## config.mk

```make
export PLATFORM = sky130hd
export DESIGN_NAME = msgd_div
export DESIGN_NICKNAME = d
export VERILOG_FILES = /design/src/design/msgd_pkg.sv /design/src/design/msgd_div.sv
export SDC_FILE = /design/constraint.sdc
export NUM_CORES = 2
export LEC_CHECK = 0
export CORE_ASPECT_RATIO = 1.1
export CORE_MARGIN = 1
export CORE_UTILIZATION = 65
export CTS_CLUSTER_DIAMETER = 50
export DETAILED_ROUTE_END_ITERATION = 7
export DONT_BUFFER_PORTS = 1
export PLACE_DENSITY = 0.81
export SLEW_MARGIN = 0
export SYNTH_ARGS = -nofsm -noshare
export SYNTH_HDL_FRONTEND = slang
export SYNTH_SLANG_ARGS = --single-unit
```

## constraint.sdc

```tcl
create_clock -name clk -period 12.8 [get_ports clk]
set_input_delay 1.28 -clock clk [delete_from_list [all_inputs] [get_ports clk]]
set_output_delay 1.28 -clock clk [all_outputs]
set_load 0.005 [all_outputs]
```

## src/design/msgd_pkg.sv

```systemverilog
// shared types, constants and arithmetic helpers for the momentum sgd update pipeline
`timescale 1ns / 1ps

package msgd_pkg;

	localparam int DATA_W      = 32;
	localparam int FACTOR_W    = 16;
	localparam int CFG_INDEX_W = 4;

	// long division of the gradient magnitude, a few quotient bits per stage
	localparam int DIV_BITS_PER_STAGE = 4;
	localparam int DIV_STAGES         = DATA_W / DIV_BITS_PER_STAGE;

	// widths of the intermediate values
	localparam int SUM_W  = DATA_W + 1;
	localparam int PROD_W = SUM_W + FACTOR_W + 1;
	localparam int RS_W   = PROD_W - FACTOR_W;
	localparam int DIFF_W = RS_W + 1;

	// configuration register indexes
	localparam logic [CFG_INDEX_W-1:0] REG_LEARNING_RATE   = CFG_INDEX_W'(0);
	localparam logic [CFG_INDEX_W-1:0] REG_MOMENTUM_FACTOR = CFG_INDEX_W'(1);
	localparam logic [CFG_INDEX_W-1:0] REG_DECAY_FACTOR    = CFG_INDEX_W'(2);
	localparam logic [CFG_INDEX_W-1:0] REG_BATCH_SIZE      = CFG_INDEX_W'(3);

	localparam logic [FACTOR_W-1:0] LEARNING_RATE_RST   = FACTOR_W'(655);
	localparam logic [FACTOR_W-1:0] MOMENTUM_FACTOR_RST = FACTOR_W'(58982);
	localparam logic [FACTOR_W-1:0] DECAY_FACTOR_RST    = FACTOR_W'(0);
	localparam logic [FACTOR_W-1:0] BATCH_SIZE_RST      = FACTOR_W'(1);

	// values that ride along with the division
	typedef struct packed {
		logic signed [DATA_W-1:0] p;
		logic signed [DATA_W-1:0] d;
		logic signed [DATA_W-1:0] mv;
		logic                     neg;
		logic                     last;
	} side_t;

	// divider state: partial remainder and the dividend turning into the quotient
	typedef struct packed {
		logic [FACTOR_W-1:0] rem;
		logic [DATA_W-1:0]   quo;
		side_t               side;
	} div_t;

	function automatic div_t div_step(input div_t x, input logic [FACTOR_W-1:0] dvs);
		div_t            r;
		logic [FACTOR_W:0] t;
		r = x;
		for (int i = 0; i < DIV_BITS_PER_STAGE; i++) begin
			t = {r.rem, r.quo[DATA_W-1]};
			r.quo = {r.quo[DATA_W-2:0], 1'b0};
			if (t >= {1'b0, dvs}) begin
				t = t - {1'b0, dvs};
				r.quo[0] = 1'b1;
			end
			r.rem = t[FACTOR_W-1:0];
		end
		return r;
	endfunction

	// clamp to the signed data range
	function automatic logic signed [DATA_W-1:0] sat_data(input logic signed [DIFF_W-1:0] x);
		logic signed [DATA_W-1:0] r;
		if (x[DIFF_W-1:DATA_W-1] != {(DIFF_W-DATA_W+1){x[DIFF_W-1]}}) begin
			r = x[DIFF_W-1] ? {1'b1, {(DATA_W-1){1'b0}}} : {1'b0, {(DATA_W-1){1'b1}}};
		end else begin
			r = x[DATA_W-1:0];
		end
		return r;
	endfunction

endpackage

```

## src/design/msgd_div.sv

```systemverilog
// pipelined restoring divider for grad_sum / batch_size, sideband carried along
`timescale 1ns / 1ps

module msgd_div import msgd_pkg::*; (
	input  logic                clk,
	input  logic                arst_n,
	input  logic                in_valid,
	output logic                in_ready,
	input  div_t                in_data,
	input  logic [FACTOR_W-1:0] divisor,
	output logic                out_valid,
	input  logic                out_ready,
	output div_t                out_data
);

	// stages s2 .. s9 of the whole pipeline
	logic [DIV_STAGES-1:0] vld_sd;
	logic [DIV_STAGES-1:0] rdy;
	div_t                  data_sd [DIV_STAGES];

	for (genvar k = 0; k < DIV_STAGES; k++) begin : g_stage
		logic nxt_rdy;
		logic prv_vld;
		div_t prv_data;

		if (k == DIV_STAGES - 1) begin : g_last
			assign nxt_rdy = out_ready;
		end else begin : g_mid
			assign nxt_rdy = rdy[k+1];
		end

		if (k == 0) begin : g_first
			assign prv_vld  = in_valid;
			assign prv_data = in_data;
		end else begin : g_rest
			assign prv_vld  = vld_sd[k-1];
			assign prv_data = data_sd[k-1];
		end

		assign rdy[k] = !vld_sd[k] || nxt_rdy;

		always_ff @(posedge clk or negedge arst_n) begin
			if (!arst_n) begin
				vld_sd[k] <= 1'b0;
			end else if (rdy[k]) begin
				vld_sd[k] <= prv_vld;
			end
		end

		always_ff @(posedge clk) begin
			if (rdy[k] && prv_vld) begin
				data_sd[k] <= div_step(prv_data, divisor);
			end
		end
	end

	assign in_ready  = rdy[0];
	assign out_valid = vld_sd[DIV_STAGES-1];
	assign out_data  = data_sd[DIV_STAGES-1];

endmodule

```

; Word-level counts from Yosys, hierarchy flattened
; Memories as Yosys holds them, arrays and structs flattened.
; Cells that the tools add are included.
[op_classes]
add_sub_neg = 32
n_lt_le_gt_ge = 32
n_mux = 144
n_reduce_logical = 24
[ops]
columns = operator, count
row1 = two-way mux 16 bit, 64
row2 = >= comparator 17 x 16 -> 1 bit, 32
row3 = subtractor 16 bit, 32
row4 = two-way mux 1 bit, 80
row5 = logical AND 1 bit, 8
row6 = zero test 1 bit, 8
row7 = logical OR 1 bit, 8
[word_totals]
register_bits = 8
ram_bits = 1168
input_bits = 166
mem_count = 1
[memory_table]
columns = memory, words, word_bits, read_ports, rd_clocked_by_memory_dff, write_ports, line
row1 = data_sd, 8, 146, 8, 0, 8, msgd_div.sv:19  ; div_t data_sd [DIV_STAGES];

; Longest topological paths before layout
[logic_depth]
depth_word = 20
mapped_depth = 53
depth_no_buf = 46

; Worst setup path after synthesis
; OpenSTA, ideal clock, no wires.
[synth_path]
path_kind = input-to-reg
from = input port divisor[1]
to = memory data_sd[0][137] (netlist name), data pin
setup_ns = 0.260
arrival_time_ns = 13.112
t_required_ns = 12.540
setup_slack_ns = -0.571
stages = 48
n_path_buf = 5
path_cell_list = inv_1 > ha_1 > nor2b_1 > o31a_1 > o311ai_1 > a21oi_2 > o2111ai_2 > nand2_1 > clkbuf_1 > o21ai_0 > inv_1 > ha_1 > nor2b_1 > o31a_1 > o2111ai_1 > a21oi_1 > o32a_1 > a41oi_1 > (+12 left out) > a211o_1 > a31oi_4 > inv_2 > clkbuf_1 > a21oi_1 > ha_1 > nor2b_1 > o21a_1 > o21ai_0 > a21oi_1 > a211oi_1 > nor2_1 > o211ai_1 > a21oi_1 > or4_1 > o31ai_4 > buf_4 > mux2_2
[synth_lines]
columns = element, line
row1 = "start, declared", msgd_div.sv:10  ; input logic [FACTOR_W-1:0] divisor,
row2 = "end, declared", msgd_div.sv:19

==> reports/qor.yml <==
run_status:
  status: "finished clean"
drt:
  firstDrtPassIters: 6
  vias: 43000
  routed_wl_mm: 163
  avgRoutedWirePerCell_um: 24.6
  ant_nets: 0
  drc: 0
  vias_per_cell: 6.47
  first_iter_violations: 3508
die:
  start_util_pct: 65.8
  die_w_um: 304
  core_um2: 99200
  dieArea_um2: 102000
  die_h_um: 334
  row_count: 121
  ios: 314
synthesis:
  synthTopCellsByCount: "edfxtp_1 (1168), ha_1 (512), a21oi_1 (345)"
  synth_async_sr_flop_share_pct: 0.680
  synth_top_area_share_pct: 53.8
  synthCells: 5230
  synth_top_cells_by_area: "edfxtp_1 (54%), ha_1 (9.8%), mux2_2 (4.4%)"
  synth.most_common_cell: "edfxtp_1"
  syn_area_per_cell_um2: 12.5
  synth-seq-cells: 1176
  synth_top_area_cell: "edfxtp_1"
  seq_area_frac_synth_pct: 54.1
  synth_cell_types: 98
  syn_area_um2: 65200
  synth_ff_type: "edfxtp_1"
  syn_nets: 5940
  yosysWarnings: 0
  synth_edf_count: 1168
place:
  portBuffers: 0
  placed_cells: 6419
  dp_hpwl_mm: 113
  routabilityCongestion: 0.958
clock_tree:
  clockBufferDepth: 3
  cts.sinks: 1176
  cts.clk_slew.worst_paths_ns: 0.07
  clock_latency_ns: 0.73
  ctsHtreeMaxLevel: 3
  cts-root-buf: "clkbuf_16"
  cts_tree: "done"
  cts_made_buffers: 115
  cts_hold_buf: 0
timing:
  finClkSkew_ns: 0.0618
  slew_viol_final: 0
  min_period_ns: 12.11
  fmax_mhz: 82.5
  slew-limit-headroom_pct: 25.6
  finalSetupViolations: 0
  worstMarginPinSlew_ns: 1.12
  finalHoldViolCount: 0
  fin_crit_sh_pct: 94.6
global_routing:
  met1_usage_pct: 38.6
  grt_max_degree: 76
  antenna_found_initial: 23
  grt-busiest-layer: "met2"
  grt-ovfl-total: 0
  grt_pass1_vias: 41800
  grt_use_met3_pct: 4.23
  grt_usage_pct: 31.7
  use_met2_pct: 55.8
  grt_pass1_wl_mm: 246
final_layout:
  final_nets: 5958
  fin_cells: 6647
  syn_to_final_growth_pct: 7.51
  layout-drive-gt1-share_pct: 12.0
worst_setup_path:
  path_max_fanout: 23
  rr_worst_depth: 42
  worstReg2RegEnd: "data_sd[0][575]$_DFFE_PP_"
  worstPathArrival_ns: 12.58
  criticalPathCategory: "in -> reg"
  max_stage_delay_ns: 0.56
  reg2reg_slack_ns: 1.27
  r2r_start: "data_sd[0][422]$_DFFE_PP_"
  setup.worst_path.start_class: "input pin"
  crit_slowest_cell: "a2111o_2"
  timing.critical_path.required_ns: 13.27
  end_kind: "flop"
worst_hold_path:
  min_path_type: "in -> async"
flow_run:
  maxCapViolCount: 0
## cell families after synthesis
| group | after synthesis | synth area share, % |
|---|---|---|
| xor gates and xnor gates | 374 | 5.02 |
| buffers and inverters | 459 | 3.61 |
| muxes | 309 | 5.29 |
| AOI/OAI and AO/OA | 1258 | 12.8 |
| adders and majority gates | 544 | 10.8 |
| and+or+nand+nor | 1110 | 8.41 |
| DFF | 1176 | 54.1 |
## how the worst max path moves through the flow
stage	startpoint	endpoint	slack [ns]	cells past startpoint
floorplan	divisor[1]	data_sd[0][137]$_DFFE_PP_	0.009	48
global placement	divisor[1]	data_sd[0][285]$_DFFE_PP_	0.17	42
detailed placement	divisor[1]	data_sd[0][285]$_DFFE_PP_	0.01	42
CTS	divisor[1]	data_sd[0][278]$_DFFE_PP_	0.72	42
global route	divisor[8]	data_sd[0][278]$_DFFE_PP_	-0.02	44
finish	divisor[1]	data_sd[0][575]$_DFFE_PP_	0.69	44
## state kept, by name, indices dropped and copies added (netlist names)
signal and cells:
data_sd 1168, out_valid 1, g_stage.prv_vld 7
## metrics by stage
stage	util (%)	TNS, ns	setup WS (ns)	hold slack, ns	cell area [µm²]
4_1_cts	70.7	0	0.723	0.200	70100
3_5_place_dp	67.0	0	0.0127	0.405	66400
6_report	70.7	0	0.685	0.238	70100
2_1_floorplan	-	0	0.00881	0.400	65300
3_3_place_gp	67.0	0	0.167	0.400	66400
5_1_grt	70.7	-0.0234	-0.0234	0.212	70100
## repair_timing
action	in CTS	in global routing
resized for setup	0	2
setup buffers	0	3
endpoints found under the setup margin	0	34
## worst max-delay path, delay by kind of cell
family	cells	cell delay, ns
adder cells (fa/ha/maj)	4	1.35
AO/OA/AOI/OAI	24	6.10
multiplexers	3	1.11
AND/OR/NAND/NOR	8	1.55
buffers and inverters	5	1.15
## per-layer routing
layer	up-vias	share of wire, %
li1	19900	-
met1	20900	38
met3	474	6.4
met5	-	0
met2	1755	50
met4	0	4.8
## final cells by class
cell class              count  area [µm²]
inverters                 238         897
flip-flops and latches   1176       35300
clock inverters            65         659
repair buffers            122         953
fillers                  6621       29000
multi-input cells        3595       27700
clock buffers             145        3020
diodes                     15        37.5
well taps                1291        1620
## layout by cell type (no fill, tap or decap), types with 19 or more instances in the layout
cell type,synthesis,routed
nand2_1,251,251
or2_2,21,21
nand3_1,101,101
o21ai_0,243,240
a31o_2,20,20
xnor2_1,271,271
a21boi_0,21,21
buf_4,151,119
a21oi_1,345,345
nand2b_1,61,61
clkbuf_16,0,116
and3_1,34,34
o211ai_1,24,24
mux2_2,255,255
and2_1,26,21
inv_2,5,19
a21o_1,148,148
edfxtp_1,1168,1168
o31ai_1,38,38
nor2_1,271,271
fa_1,32,32
a31oi_1,32,30
nor2b_1,76,74
a211oi_1,39,39
clkbuf_1,41,28
or3_1,27,27
ha_1,512,511
mux2i_1,42,42
a221o_1,23,23
inv_1,231,216
o21bai_1,51,51
nor3_1,97,97
o31a_1,20,20
o21a_1,89,89
nand4_1,87,87
xor2_1,103,103
Power is not shown: default switching activity piles up to over one toggle a cycle in this logic, so the estimate is an artifact.
