## src/design/msgd_pkg.sv

```systemverilog
// shared types, constants and arithmetic helpers for the momentum sgd update pipeline
`timescale 1ns / 1ps

package msgd_pkg;

	localparam int DATA_W      = 32;
	localparam int FACTOR_W    = 16;
	localparam int CFG_INDEX_W = 4;

	// long division of the gradient magnitude, a few quotient bits per stage
	localparam int DIV_BITS_PER_STAGE = 4;
	localparam int DIV_STAGES         = DATA_W / DIV_BITS_PER_STAGE;

	// widths of the intermediate values
	localparam int SUM_W  = DATA_W + 1;
	localparam int PROD_W = SUM_W + FACTOR_W + 1;
	localparam int RS_W   = PROD_W - FACTOR_W;
	localparam int DIFF_W = RS_W + 1;

	// configuration register indexes
	localparam logic [CFG_INDEX_W-1:0] REG_LEARNING_RATE   = CFG_INDEX_W'(0);
	localparam logic [CFG_INDEX_W-1:0] REG_MOMENTUM_FACTOR = CFG_INDEX_W'(1);
	localparam logic [CFG_INDEX_W-1:0] REG_DECAY_FACTOR    = CFG_INDEX_W'(2);
	localparam logic [CFG_INDEX_W-1:0] REG_BATCH_SIZE      = CFG_INDEX_W'(3);

	localparam logic [FACTOR_W-1:0] LEARNING_RATE_RST   = FACTOR_W'(655);
	localparam logic [FACTOR_W-1:0] MOMENTUM_FACTOR_RST = FACTOR_W'(58982);
	localparam logic [FACTOR_W-1:0] DECAY_FACTOR_RST    = FACTOR_W'(0);
	localparam logic [FACTOR_W-1:0] BATCH_SIZE_RST      = FACTOR_W'(1);

	// values that ride along with the division
	typedef struct packed {
		logic signed [DATA_W-1:0] p;
		logic signed [DATA_W-1:0] d;
		logic signed [DATA_W-1:0] mv;
		logic                     neg;
		logic                     last;
	} side_t;

	// divider state: partial remainder and the dividend turning into the quotient
	typedef struct packed {
		logic [FACTOR_W-1:0] rem;
		logic [DATA_W-1:0]   quo;
		side_t               side;
	} div_t;

	function automatic div_t div_step(input div_t x, input logic [FACTOR_W-1:0] dvs);
		div_t            r;
		logic [FACTOR_W:0] t;
		r = x;
		for (int i = 0; i < DIV_BITS_PER_STAGE; i++) begin
			t = {r.rem, r.quo[DATA_W-1]};
			r.quo = {r.quo[DATA_W-2:0], 1'b0};
			if (t >= {1'b0, dvs}) begin
				t = t - {1'b0, dvs};
				r.quo[0] = 1'b1;
			end
			r.rem = t[FACTOR_W-1:0];
		end
		return r;
	endfunction

	// clamp to the signed data range
	function automatic logic signed [DATA_W-1:0] sat_data(input logic signed [DIFF_W-1:0] x);
		logic signed [DATA_W-1:0] r;
		if (x[DIFF_W-1:DATA_W-1] != {(DIFF_W-DATA_W+1){x[DIFF_W-1]}}) begin
			r = x[DIFF_W-1] ? {1'b1, {(DATA_W-1){1'b0}}} : {1'b0, {(DATA_W-1){1'b1}}};
		end else begin
			r = x[DATA_W-1:0];
		end
		return r;
	endfunction

endpackage

```

## src/design/msgd_front.sv

```systemverilog
// entry stage: decay and momentum products, gradient magnitude for the divider
`timescale 1ns / 1ps

module msgd_front import msgd_pkg::*; (
	input  logic                       clk,
	input  logic                       arst_n,
	input  logic                       in_valid,
	output logic                       in_ready,
	input  logic signed [DATA_W-1:0]   param_value,
	input  logic signed [DATA_W-1:0]   velocity_in,
	input  logic signed [DATA_W-1:0]   grad_sum,
	input  logic                       is_bias,
	input  logic                       last_item,
	input  logic [FACTOR_W-1:0]        decay_factor,
	input  logic [FACTOR_W-1:0]        momentum_factor,
	output logic                       out_valid,
	input  logic                       out_ready,
	output div_t                       out_data
);

	logic                                vld_s1;
	div_t                                data_s1;
	logic signed [DATA_W+FACTOR_W-1:0]   dprod;
	logic signed [DATA_W+FACTOR_W-1:0]   mprod;
	div_t                                nxt;

	assign dprod = $signed({1'b0, decay_factor}) * param_value;
	assign mprod = $signed({1'b0, momentum_factor}) * velocity_in;

	always_comb begin
		nxt.rem       = '0;
		nxt.quo       = grad_sum[DATA_W-1] ? (~grad_sum + DATA_W'(1)) : grad_sum;
		nxt.side.p    = param_value;
		// floor of the product by 2^16 is the upper slice
		nxt.side.d    = is_bias ? '0 : dprod[DATA_W+FACTOR_W-1:FACTOR_W];
		nxt.side.mv   = mprod[DATA_W+FACTOR_W-1:FACTOR_W];
		nxt.side.neg  = grad_sum[DATA_W-1];
		nxt.side.last = last_item;
	end

	assign in_ready  = !vld_s1 || out_ready;
	assign out_valid = vld_s1;
	assign out_data  = data_s1;

	always_ff @(posedge clk or negedge arst_n) begin
		if (!arst_n) begin
			vld_s1 <= 1'b0;
		end else if (in_ready) begin
			vld_s1 <= in_valid;
		end
	end

	always_ff @(posedge clk) begin
		if (in_ready && in_valid) begin
			data_s1 <= nxt;
		end
	end

endmodule

```

## config.mk

```make
export PLATFORM = sky130hd
export DESIGN_NAME = msgd_front
export DESIGN_NICKNAME = d
export VERILOG_FILES = /design/src/design/msgd_pkg.sv /design/src/design/msgd_front.sv
export SDC_FILE = /design/constraint.sdc
export NUM_CORES = 2
export LEC_CHECK = 0
export ABC_AREA = 0
export BUFFER_PORTS_ARGS = -buffer_cell sky130_fd_sc_hd__buf_2
export CORE_ASPECT_RATIO = 1.25
export CORE_MARGIN = 4
export CORE_UTILIZATION = 55
export CTS_BUF_LIST = sky130_fd_sc_hd__clkbuf_8
export DETAILED_ROUTE_END_ITERATION = 6
export GPL_ROUTABILITY_DRIVEN = 0
export PLACE_DENSITY = 0.81
export RECOVER_POWER = 50
export SKIP_CTS_REPAIR_TIMING = 1
export SYNTH_ARGS = -nofsm -noshare
export SYNTH_HDL_FRONTEND = slang
export SYNTH_SLANG_ARGS = --single-unit
```

## constraint.sdc

```tcl
create_clock -name clk -period 12.8 [get_ports clk]
set_clock_uncertainty 0.1 [all_clocks]
set_input_delay 2.56 -clock clk [delete_from_list [all_inputs] [get_ports clk]]
set_output_delay 2.56 -clock clk [all_outputs]
set_load 0.05 [all_outputs]
```

Word-level counts from Yosys, hierarchy flattened
Index checks and enable logic that the tools add are counted.
{"block": "op_classes", "n_addsub": 1, "reduce_logical": 3, "mux": 1, "n_mul": 2, "bitwise_logic": 1}
{"operator": "multiplier 17 x 32 -> 48 bit", "count": 2}
{"operator": "adder 32 x 2 -> 32 bit (second input constant)", "count": 1}
{"operator": "NOT 32 bit", "count": 1}
{"operator": "two-way mux 31 bit", "count": 1}
{"operator": "logical AND 1 bit", "count": 1}
{"operator": "zero test 1 bit", "count": 1}
{"operator": "logical OR 1 bit", "count": 1}
{"block": "word_totals", "out_inout_bits": 148, "wordCells": 16, "input_bits": 134, "ff_bits": 131}

Depth between registers and ports, before layout
{"block": "depth", "ltp_word": 3, "ltp_mapped": 25, "ltp_nobuf": 24}

Least setup slack after synthesis
Ideal clock, no wire load.
{"block": "synth_path", "kind": "input port to flip-flop", "start": "in decay_factor[8]", "end": "reg data_s1 (netlist bit out_data[51]) (data pin)", "n_path_buf": 1, "arrival_ps": 8247, "setup_time_ps": 262, "path_slack_ps": 4191, "stages": 23, "required_ps": 12438, "path_cell_list": "clkbuf_1 > nand2_1 > fa_1 > inv_1 > fa_1 > inv_1 > fa_1 > inv_1 > fa_1 > fa_1 > inv_1 > fa_1 > inv_1 > ha_1 > a21oi_2 > o21ai_1 > a2111oi_2 > o21ai_1 > a21o_1 > a21o_1 > a21o_1 > a311oi_2 > mux2_1"}
{"block": "synth_between", "elab_chain_len": 1}
{"element": "from (decl)", "line_no": "msgd_front.sv:14", "source": "input logic [FACTOR_W-1:0] decay_factor,"}
{"element": "multiplier 17 x 32 -> 48 bit", "line_no": "msgd_front.sv:27", "source": "assign dprod = $signed({1'b0, decay_factor}) * param_value;"}
{"element": "to (signal assigned)", "line_no": "msgd_front.sv:55", "source": "data_s1 <= nxt;"}
{"element": "to (decl)", "line_no": "msgd_front.sv:22", "source": "div_t data_s1;"}
Every way passes these cells.
A chain may end at the register's enable or synchronous reset.

Worst setup path in the final report
{"block": "layout_path", "start": "in param_value[10]", "end": "reg data_s1 (netlist bit out_data[64]) (data pin)"}
{"block": "layout_between", "elab_chain_len": 1}
{"element": "from (decl)", "line_no": "msgd_front.sv:9", "source": "input logic signed [DATA_W-1:0] param_value,"}
{"element": "multiplier 17 x 32 -> 48 bit", "line_no": "msgd_front.sv:27"}
Every way passes these cells.

==> reports/metrics.yaml <==
run_status:
  status: "finished with violations"
  violations: "capacitance limit, slew limit"
yosys:
  synth_top_flop_cell: "edfxtp_1"
  ys_ff_latch: 131
  synth_area_per_cell_um2: 9.40
  netlist_area_um2: 39500
  synthArstFlopShare_pct: 0.763
  yosysSeqAreaShare_pct: 9.95
  synthCells: 4201
  yosysUniqueCellTypes: 68
  yosysWarnings: 0
  synth-edff-count: 130
cts:
  numCtsBuffers: 17
  cts_tree: "built"
  clk_pin_slew_ps: 80
  cts_sinks: 131
  clkLatencyLatePin_ps: 550
  cts-root-buf: "clkbuf_8"
  clk_path_buf_depth: 2
  htreeDepth: 4
sta:
  rsz0062_at_grt: "no"
  finalHoldViolCount: 0
  fin_crit_ps: 9420
  slew_headroom_pct: -173
  slew_viol_final: 63
  final.period_utilization_pct: 73.6
  worstMarginPinSlew_ps: 4090
  tns_ps: 0
  setup_viol: 0
  max_freq_mhz: 106
placed_design:
  numPortBuffers: 265
  hpwlAfterDp_um: 76200
worst_setup_path:
  start_kind: "primary input"
  crit_end: "out_data[64]"
  r2r_slack_ps: 7780
  worst_setup_path_end_kind: "flip-flop"
  arrival_ps: 9630
  crit_required_ps: 13010
  r2r_start: "out_valid"
  worstPathMaxFanout: 17
  critPathKind: "primary input to flip-flop"
  rr_endpoint: "out_data[97]"
  crit_start: "param_value[10]"
  r2r_cells: 3
route:
  wl_per_cell_um: 18.8
  drc: 0
  viasPerCell: 5.43
  routed_wl_um: 99300
  antenna_left: 0
  drt_pass1_iterations: 5
  drt_iter0_drc: 1773
  vias: 28682
floorplan:
  dieArea_um2: 76200
  initial_core_util_pct: 55.7
  std_cell_rows: 109
  die_w_um: 248
  core_um2: 70900
  ios: 282
  die_h_um: 308
worst_hold_path:
  hp-class: "flip-flop to flip-flop"
flow_run:
  max_cap_viol_count: 1
finish:
  area_growth_pct: 5.23
  drive_gt1_share_pct: 4.53
  final_cell_mix: "inv_1, fa_1, nand2_1, and2_1, ha_1"
  nNetsFinal: 5640
  layout_commonest_cell: "inv_1"
grt:
  overflow: 0
  grt_first_pass_wirelength_um: 164000
  grt_max_degree: 70
  grt_use_total_pct: 27.7
  grt_pass1_vias: 32553
  antenna_found_initial: 11
==> cell families after synthesis <==
logic type                 Yosys count  share of synthesized area (%)
buffers and inverters             1341                           12.9
and+or+nand+nor                   1227                           15.2
adders and majority gates         1189                           56.0
AOI/OAI and AO/OA                  206                           3.53
DFF                                131                           9.95
xor gates and xnor gates           100                           2.22
muxes                                6                          0.171
other                                1                        0.00950
==> state kept, by name (all words and copies together) (netlist names) <==
name,cells
out_valid,1
out_data,130
==> Yosys cell counts, types with 11 or more instances <==
master | n | area [um2]
a21oi_1 | 56 | 280
ha_1 | 225 | 2820
o21ai_0 | 33 | 165
nor2b_1 | 14 | 87.6
inv_1 | 1157 | 4340
xnor2_1 | 71 | 622
buf_4 | 16 | 120
nand4_1 | 11 | 68.8
nand2_1 | 613 | 2300
o31ai_1 | 11 | 82.6
a21o_1 | 36 | 270
nor2_1 | 60 | 225
clkbuf_1 | 167 | 627
and2_1 | 452 | 2830
nor3_1 | 12 | 60.1
xor2_1 | 29 | 254
and3_1 | 13 | 81.3
edfxtp_1 | 130 | 3900
fa_1 | 964 | 19300
nand3_1 | 17 | 85.1
==> layout make-up <==
class | count | area, um2
Inverter | 1157 | 4340
Timing Repair Buffer | 266 | 1180
Tap cell | 943 | 1180
Fill cell | 5947 | 29400
Multi-Input combinational cell | 2744 | 30500
Antenna cell | 8 | 20.0
Clock buffer | 17 | 234
Clock inverter | 14 | 151
Sequential cell | 131 | 3930
==> through the flow <==
stage          std cells  hold WS (ps)  cell area [um2]  utilization [%]  setup slack (ps)
3_5_place_dp        5241           433            41300             58.2              2990
4_1_cts             5272           455            41700             58.8              3640
2_1_floorplan       4216          1080            39500                -              4190
3_3_place_gp        5241           429            41300             58.2              3110
6_report            5280           435            41500             58.6              3380
5_1_grt             5278           490            41500             58.6              3210
==> how the worst min path moves through the flow <==
stage	startpoint	to	slack (ps)	cells after the start
floorplan	out_valid	out_valid	1080	2
global placement	out_valid	out_valid	430	2
detailed placement	out_valid	out_valid	430	2
CTS	out_valid	out_valid	460	2
global route	out_valid	out_valid	490	2
finish	out_valid	out_valid	430	2
==> routing by layer <==
| metal | part of all wire (%) | vias up | track usage, % |
|---|---|---|---|
| met2 | 51 | 1449 | 47.5 |
| met5 | 0.048 | - | 0 |
| li1 | - | 12275 | - |
| met3 | 8.6 | 415 | 5.73 |
| met1 | 35 | 14537 | 32.6 |
| met4 | 5.4 | 6 | 14.9 |
==> critical path, stage by stage <==
cell      delay, ps
clkbuf_1        790
nand2_1         200
fa_1            580
inv_1            50
fa_1            480
fa_1            600
fa_1            440
fa_1            480
inv_1            50
fa_1            470
inv_1            40
ha_1            370
a21oi_1         230
o21ai_1         170
a211oi_1        360
o21ai_0         180
nor2_2          410
o21ai_1         210
o31a_1          380
a31oi_1         220
mux2_1          330
Power is left out: the tool's default activity adds up to more than one toggle a clock period on the data nets, which glitch-free logic cannot reach.
