$ cat src/design/msgd_pkg.sv
// shared types, constants and arithmetic helpers for the momentum sgd update pipeline
`timescale 1ns / 1ps

package msgd_pkg;

	localparam int DATA_W      = 32;
	localparam int FACTOR_W    = 16;
	localparam int CFG_INDEX_W = 4;

	// long division of the gradient magnitude, a few quotient bits per stage
	localparam int DIV_BITS_PER_STAGE = 4;
	localparam int DIV_STAGES         = DATA_W / DIV_BITS_PER_STAGE;

	// widths of the intermediate values
	localparam int SUM_W  = DATA_W + 1;
	localparam int PROD_W = SUM_W + FACTOR_W + 1;
	localparam int RS_W   = PROD_W - FACTOR_W;
	localparam int DIFF_W = RS_W + 1;

	// configuration register indexes
	localparam logic [CFG_INDEX_W-1:0] REG_LEARNING_RATE   = CFG_INDEX_W'(0);
	localparam logic [CFG_INDEX_W-1:0] REG_MOMENTUM_FACTOR = CFG_INDEX_W'(1);
	localparam logic [CFG_INDEX_W-1:0] REG_DECAY_FACTOR    = CFG_INDEX_W'(2);
	localparam logic [CFG_INDEX_W-1:0] REG_BATCH_SIZE      = CFG_INDEX_W'(3);

	localparam logic [FACTOR_W-1:0] LEARNING_RATE_RST   = FACTOR_W'(655);
	localparam logic [FACTOR_W-1:0] MOMENTUM_FACTOR_RST = FACTOR_W'(58982);
	localparam logic [FACTOR_W-1:0] DECAY_FACTOR_RST    = FACTOR_W'(0);
	localparam logic [FACTOR_W-1:0] BATCH_SIZE_RST      = FACTOR_W'(1);

	// values that ride along with the division
	typedef struct packed {
		logic signed [DATA_W-1:0] p;
		logic signed [DATA_W-1:0] d;
		logic signed [DATA_W-1:0] mv;
		logic                     neg;
		logic                     last;
	} side_t;

	// divider state: partial remainder and the dividend turning into the quotient
	typedef struct packed {
		logic [FACTOR_W-1:0] rem;
		logic [DATA_W-1:0]   quo;
		side_t               side;
	} div_t;

	function automatic div_t div_step(input div_t x, input logic [FACTOR_W-1:0] dvs);
		div_t            r;
		logic [FACTOR_W:0] t;
		r = x;
		for (int i = 0; i < DIV_BITS_PER_STAGE; i++) begin
			t = {r.rem, r.quo[DATA_W-1]};
			r.quo = {r.quo[DATA_W-2:0], 1'b0};
			if (t >= {1'b0, dvs}) begin
				t = t - {1'b0, dvs};
				r.quo[0] = 1'b1;
			end
			r.rem = t[FACTOR_W-1:0];
		end
		return r;
	endfunction

	// clamp to the signed data range
	function automatic logic signed [DATA_W-1:0] sat_data(input logic signed [DIFF_W-1:0] x);
		logic signed [DATA_W-1:0] r;
		if (x[DIFF_W-1:DATA_W-1] != {(DIFF_W-DATA_W+1){x[DIFF_W-1]}}) begin
			r = x[DIFF_W-1] ? {1'b1, {(DATA_W-1){1'b0}}} : {1'b0, {(DATA_W-1){1'b1}}};
		end else begin
			r = x[DATA_W-1:0];
		end
		return r;
	endfunction

endpackage

$ cat src/design/msgd_back.sv
// tail stages: signed quotient plus decay, rate product, velocity and parameter saturation
`timescale 1ns / 1ps

module msgd_back import msgd_pkg::*; (
	input  logic                     clk,
	input  logic                     arst_n,
	input  logic                     in_valid,
	output logic                     in_ready,
	input  div_t                     in_data,
	input  logic [FACTOR_W-1:0]      learning_rate,
	output logic                     out_valid,
	input  logic                     out_ready,
	output logic signed [DATA_W-1:0] param_new,
	output logic signed [DATA_W-1:0] velocity_out,
	output logic                     last_out
);

	logic                     vld_s10, vld_s11, vld_s12, vld_s13;
	logic                     rdy_s10, rdy_s11, rdy_s12, rdy_s13;

	logic signed [SUM_W-1:0]  sum_s10;
	logic signed [DATA_W-1:0] p_s10, mv_s10;
	logic                     last_s10;

	logic signed [RS_W-1:0]   rs_s11;
	logic signed [DATA_W-1:0] p_s11, mv_s11;
	logic                     last_s11;

	logic signed [DATA_W-1:0] vel_s12, p_s12;
	logic                     last_s12;

	logic signed [DATA_W-1:0] pnew_s13, vel_s13;
	logic                     last_s13;

	logic signed [SUM_W-1:0]  qmag;
	logic signed [SUM_W-1:0]  qsgn;
	logic signed [PROD_W-1:0] prod;
	logic signed [DIFF_W-1:0] vdiff;
	logic signed [DIFF_W-1:0] psum;

	assign rdy_s13 = !vld_s13 || out_ready;
	assign rdy_s12 = !vld_s12 || rdy_s13;
	assign rdy_s11 = !vld_s11 || rdy_s12;
	assign rdy_s10 = !vld_s10 || rdy_s11;
	assign in_ready = rdy_s10;

	// truncation toward zero: divide magnitudes, then restore the sign
	assign qmag  = $signed({1'b0, in_data.quo});
	assign qsgn  = in_data.side.neg ? -qmag : qmag;
	assign prod  = $signed({1'b0, learning_rate}) * sum_s10;
	assign vdiff = DIFF_W'(mv_s11) - DIFF_W'(rs_s11);
	assign psum  = DIFF_W'(p_s12) + DIFF_W'(vel_s12);

	always_ff @(posedge clk or negedge arst_n) begin
		if (!arst_n) begin
			vld_s10 <= 1'b0;
			vld_s11 <= 1'b0;
			vld_s12 <= 1'b0;
			vld_s13 <= 1'b0;
		end else begin
			if (rdy_s10) begin
				vld_s10 <= in_valid;
			end
			if (rdy_s11) begin
				vld_s11 <= vld_s10;
			end
			if (rdy_s12) begin
				vld_s12 <= vld_s11;
			end
			if (rdy_s13) begin
				vld_s13 <= vld_s12;
			end
		end
	end

	always_ff @(posedge clk) begin
		if (rdy_s10 && in_valid) begin
			sum_s10  <= qsgn + SUM_W'(in_data.side.d);
			p_s10    <= in_data.side.p;
			mv_s10   <= in_data.side.mv;
			last_s10 <= in_data.side.last;
		end
		if (rdy_s11 && vld_s10) begin
			rs_s11   <= prod[PROD_W-1:FACTOR_W];
			p_s11    <= p_s10;
			mv_s11   <= mv_s10;
			last_s11 <= last_s10;
		end
		if (rdy_s12 && vld_s11) begin
			vel_s12  <= sat_data(vdiff);
			p_s12    <= p_s11;
			last_s12 <= last_s11;
		end
		if (rdy_s13 && vld_s12) begin
			pnew_s13 <= sat_data(psum);
			vel_s13  <= vel_s12;
			last_s13 <= last_s12;
		end
	end

	assign out_valid    = vld_s13;
	assign param_new    = pnew_s13;
	assign velocity_out = vel_s13;
	assign last_out     = last_s13;

endmodule
$ cat config.mk
export PLATFORM = sky130hd
export DESIGN_NAME = msgd_back
export DESIGN_NICKNAME = d
export VERILOG_FILES = /design/src/design/msgd_pkg.sv /design/src/design/msgd_back.sv
export SDC_FILE = /design/constraint.sdc
export NUM_CORES = 2
export LEC_CHECK = 0
export BUFFER_PORTS_ARGS = -buffer_cell sky130_fd_sc_hd__buf_2
export CORE_ASPECT_RATIO = 1.5
export CORE_MARGIN = 2
export CORE_UTILIZATION = 42
export CTS_CLUSTER_DIAMETER = 150
export DETAILED_ROUTE_END_ITERATION = 6
export HOLD_SLACK_MARGIN = 0.15
export PLACE_DENSITY = 0.6
export SETUP_SLACK_MARGIN = 0.5
export SLEW_MARGIN = 20
export SYNTH_ARGS = -nofsm -noshare
export SYNTH_HDL_FRONTEND = slang
export SYNTH_SLANG_ARGS = --single-unit
$ cat constraint.sdc
create_clock -name clk -period 6.05 [get_ports clk]
set_input_delay 0.605 -clock clk [delete_from_list [all_inputs] [get_ports clk]]
set_output_delay 0.605 -clock clk [all_outputs]
set_load 0.01 [all_outputs]
# After elaboration in Yosys (flattened, before gate mapping)
# Index checks and enable logic that the tools add are counted.
# Widths: inputs -> output; s select.
# totals
register_bits	331
latch_bits	0
ram_bits	0
mem_bits_ro	0
inputBits	166
out_inout_bits	67
n_memories	0
# op_classes
n_addsub	4
multipliers	1
n_div	0
magnitude_cmp	0
n_eq_ne	2
shifts	0
n_mux	5
n_bitwise	0
reduce_logical	12
# op_table
op	n
$mux 32	4
$mul 17x33->50	1
$sub 32x34->35	1
$add 32x32->33	1
$add 33x32->33	1
$mux 33	1
$neg 32->33	1
$ne 3x3->1	2
$logic_and 1x1->1	4
$logic_not 1->1	4
$logic_or 1x1->1	4

# Logic depth before layout (Yosys ltp)
# depth
word_depth	6
mapped_depth	25

# Least setup slack after synthesis
# No wires, ideal clock.
# synth_timing
path_kind	input -> register
from	input learning_rate[2]
to	register rs_s11[31], data pin
setup_ns	0.264
arrival_time_ns	6.525
slack_ns	-0.738
cell_stages	20
path_buffers	1
cell_sequence	clkbuf_1 > nand2_1 > fa_1 > fa_1 > fa_1 > inv_1 > fa_1 > fa_1 > fa_1 > ha_1 > a221o_1 > o221ai_1 > or3b_2 > o21ai_0 > o41ai_1 > nor2_1 > o21ai_0 > a31o_2 > a221oi_1 > xnor2_1
# synth_between
elab_chain_cells	1
# synth_rtl
item	line	source
start, declared	msgd_back.sv:10	input logic [FACTOR_W-1:0] learning_rate,
$mul 17x33->50	msgd_back.sv:50	assign prod = $signed({1'b0, learning_rate}) * sum_s10;
via prod[47]	msgd_back.sv:37	logic signed [PROD_W-1:0] prod;
end signal, assigned	msgd_back.sv:84	rs_s11 <= prod[PROD_W-1:FACTOR_W];
end, declared	msgd_back.sv:25	logic signed [RS_W-1:0] rs_s11;
# The timed path passes the listed nets, and every way through them passes these cells.
# A chain may end at the register's enable or synchronous reset.

# Worst setup path in the final report
# layout_timing
from	register sum_s10[8]
to	register rs_s11[31], data pin
# layout_between
elab_chain_cells	1
# layout_rtl
item	line	source
start, declared	msgd_back.sv:21	logic signed [SUM_W-1:0] sum_s10;
start signal, assigned	msgd_back.sv:78	sum_s10 <= qsgn + SUM_W'(in_data.side.d);
$mul 17x33->50	msgd_back.sv:50	
via prod[47]	msgd_back.sv:37	
# The timed path passes the listed nets, and every way through them passes these cells.

==> metrics.cfg <==
[finish]
stdcell_count=4663
fin_nets=4499
drive_gt1_share_pct=18.5
layout.cells.most_common=inv_1
utilization_pct=50.3
most-common-layout-cells=inv_1, fa_1, nand2_1
fillers=7303
area_growth_pct=18.4
n_antenna_cell=0

[timing]
min_period_over_period_pct=104
fmax_mhz=159
report.final.hold_viol_count=0
tns_ns=-2.18
rsz0062_at_grt=yes
skew_ns=0.0176
slew_violations=0
worst_pin_slew_ns=1.03
layout_setup_ws_ns=-0.248
setup_viol=20
slew_headroom_pct=30.1
period_needed_ns=6.30

[floorplanning]
die_h_um=350
die_w_um=235
die_area_um2=82100
start_util_pct=42.5
num_rows=126
io_pins=233
floorplan.core_area_um2=78800

[clocking]
cts_max_path_buffers=3
tritoncts=built
cts_max_level=2
clkLatencyLatePin_ns=0.56
cts-root-buf=clkbuf_16
cts_buffers=35
path_clk_slew_ns=0.06
numClockSinks=331

[synth]
async_flop_share_pct=1.21
yosysTopAreaCell=fa_1
synthCells=3171
synth_edf_count=327
yosys.area_share.simple_pct=11.6
synth-seq-cells=331
muxShareOfSynthArea_pct=0
synth_nets=4057
synth_top_family_by_area=adder cells
synth_top_area_share_pct=30.1
synthDistinctLibCells=61
synthTopCellsByArea=fa_1, edfxtp_1, ha_1, inv_1, nand2_1
syn-mean-instance-area_um2=10.6
synth_compound_area_share_pct=8.28
yosysWarnings=0
synth_xor_xnor_area_share_pct=4.24
ys.flop_type=edfxtp_1
syn_area_um2=33500
synth-seq-area-share_pct=29.6
synth_adder_area_share_pct=38.4

[grt]
grt_use_total_pct=19.2
grt_overflow=0
grt_max_degree=66
grt_first_pass_wirelength_um=124000
antenna_found_initial=1
grt_pass1_vias=24500

[critical_path]
worstPathCellList=and2_4 -> fa_1 -> inv_2 -> fa_1 -> fa_1 -> inv_1 -> fa_1 -> fa_1 -> fa_1 -> ha_4 -> a221o_1 -> o221ai_2 -> or3b_4 -> o21ai_4 -> o41ai_4 -> nor2_4 -> o21ai_2 -> a31o_4 -> a221oi_2 -> xnor2_1
startpoint_type=flop
slowest_delay_ns=0.55
worstSetupEndpointType=flop
crit_buf_inv=2
path_max_fanout=4
critPathKind=reg -> reg
critPathTopFamily=adder cells
r2r-start=sum_s10[8]$_DFFE_PP_
required_ns=6.36
crit_slowest_cell=fa_1
crit_top_cell=fa_1
reg2reg_depth=20
crit_arrival_ns=6.61
timing.rr.end=rs_s11[31]$_DFFE_PP_
worst-r2r-setup-slack_ns=-0.25

[min_path]
hold_class=in -> reg
worstHoldStart=in_data[26]
whs_path_depth=1
holdPathEnd=mv_s10[24]$_DFFE_PP_

[detailed_routing]
routed_wl_um=76500
vias_per_cell=4.90
wire_per_inst_um=16.4
drt_drc_violations_left=0
dr.pass1.iters=5
first_iter_violations=876
vias=22800
antenna_left=0

[status]
outcome=finished, violations left
violations=setup timing

[placed_design]
dp.cells=4573
gp_congestion=0.878
place.port_buffers=216
hpwl_um=64600

[run]
drv_cap=0

## synthesized netlist by cell type (16+ instances only)
master    count
nor2b_1      18
edfxtp_1    327
nand2_1     408
xor2_1       57
nand3_1      23
a21o_1       79
nand2b_1     25
nor2_1       38
o21ai_0     131
and3_1       19
ha_1        216
nor3_1       16
xnor2_1     105
fa_1        504
and2_1      193
a21oi_1     129
inv_1       602
clkbuf_1    104
## stage by stage
| stage | setup slack [ns] | cell area, um2 | hold slack [ns] |
|---|---|---|---|
| 3_3_place_gp | -0.763 | 37700 | 0.403 |
| 4_1_cts | -0.230 | 39400 | 0.181 |
| 3_5_place_dp | -0.869 | 37700 | 0.405 |
| 5_1_grt | -0.447 | 39600 | 0.194 |
| 6_report | -0.248 | 39600 | 0.216 |
| 2_1_floorplan | -0.243 | 33600 | 0.309 |
## cell families after synthesis
| kind of cell | Yosys count |
|---|---|
| compound gates | 449 |
| xor+xnor | 162 |
| fa+ha+maj | 726 |
| buf+inv | 707 |
| flops | 331 |
| simple gates | 796 |
## layer usage
layer  track usage (%)  vias up  wire [um]
met4              5.01        2       1930
met3              1.96       98       2820
met2              36.0      440      40500
met5                 0        -         16
met1              23.1    11300      31300
li1                  -    11000          -
## what timing repair did
action                                 4_1_cts  5_1_grt
pin swaps                                   46       41
setup buffers                               16       10
resized for setup                           73       50
setup endpoints to repair                   34       34
hold buffers                                 1        0
endpoints found under the hold margin        4        0
## layout make-up
type | instances | area [um2] | area share [%]
multi-input combinational | 2133 | 21500 | 54.2
sequential | 331 | 9920 | 25.0
clock inverter | 25 | 230 | 0.581
clock buffer | 38 | 908 | 2.29
timing repair buffer | 510 | 3560 | 8.99
tap | 1024 | 1280 | 3.23
inverter | 602 | 2260 | 5.71
## registers in the layout, summed over array words and instances (netlist names), 32 cells and up
signal	cells
p_s12	32
p_s10	32
mv_s10	32
p_s11	32
rs_s11	34
velocity_out	32
param_new	32
sum_s10	33
vel_s12	32
mv_s11	32
## how the worst max path moves through the flow
stage	start	end	slack (ns)	cells past startpoint
2_1_floorplan	learning_rate[5]	rs_s11[31]$_DFFE_PP_	-0.24	21
5_1_grt	sum_s10[7]$_DFFE_PP_	rs_s11[31]$_DFFE_PP_	-0.45	20
4_1_cts	sum_s10[8]$_DFFE_PP_	rs_s11[31]$_DFFE_PP_	-0.23	20
6_report	sum_s10[8]$_DFFE_PP_	rs_s11[31]$_DFFE_PP_	-0.25	20
3_5_place_dp	learning_rate[3]	rs_s11[32]$_DFFE_PP_	-0.87	21
3_3_place_gp	learning_rate[3]	rs_s11[32]$_DFFE_PP_	-0.76	22
Power is left out: the tool's default activity adds up to more than one toggle a clock period on the data nets, which glitch-free logic cannot reach.
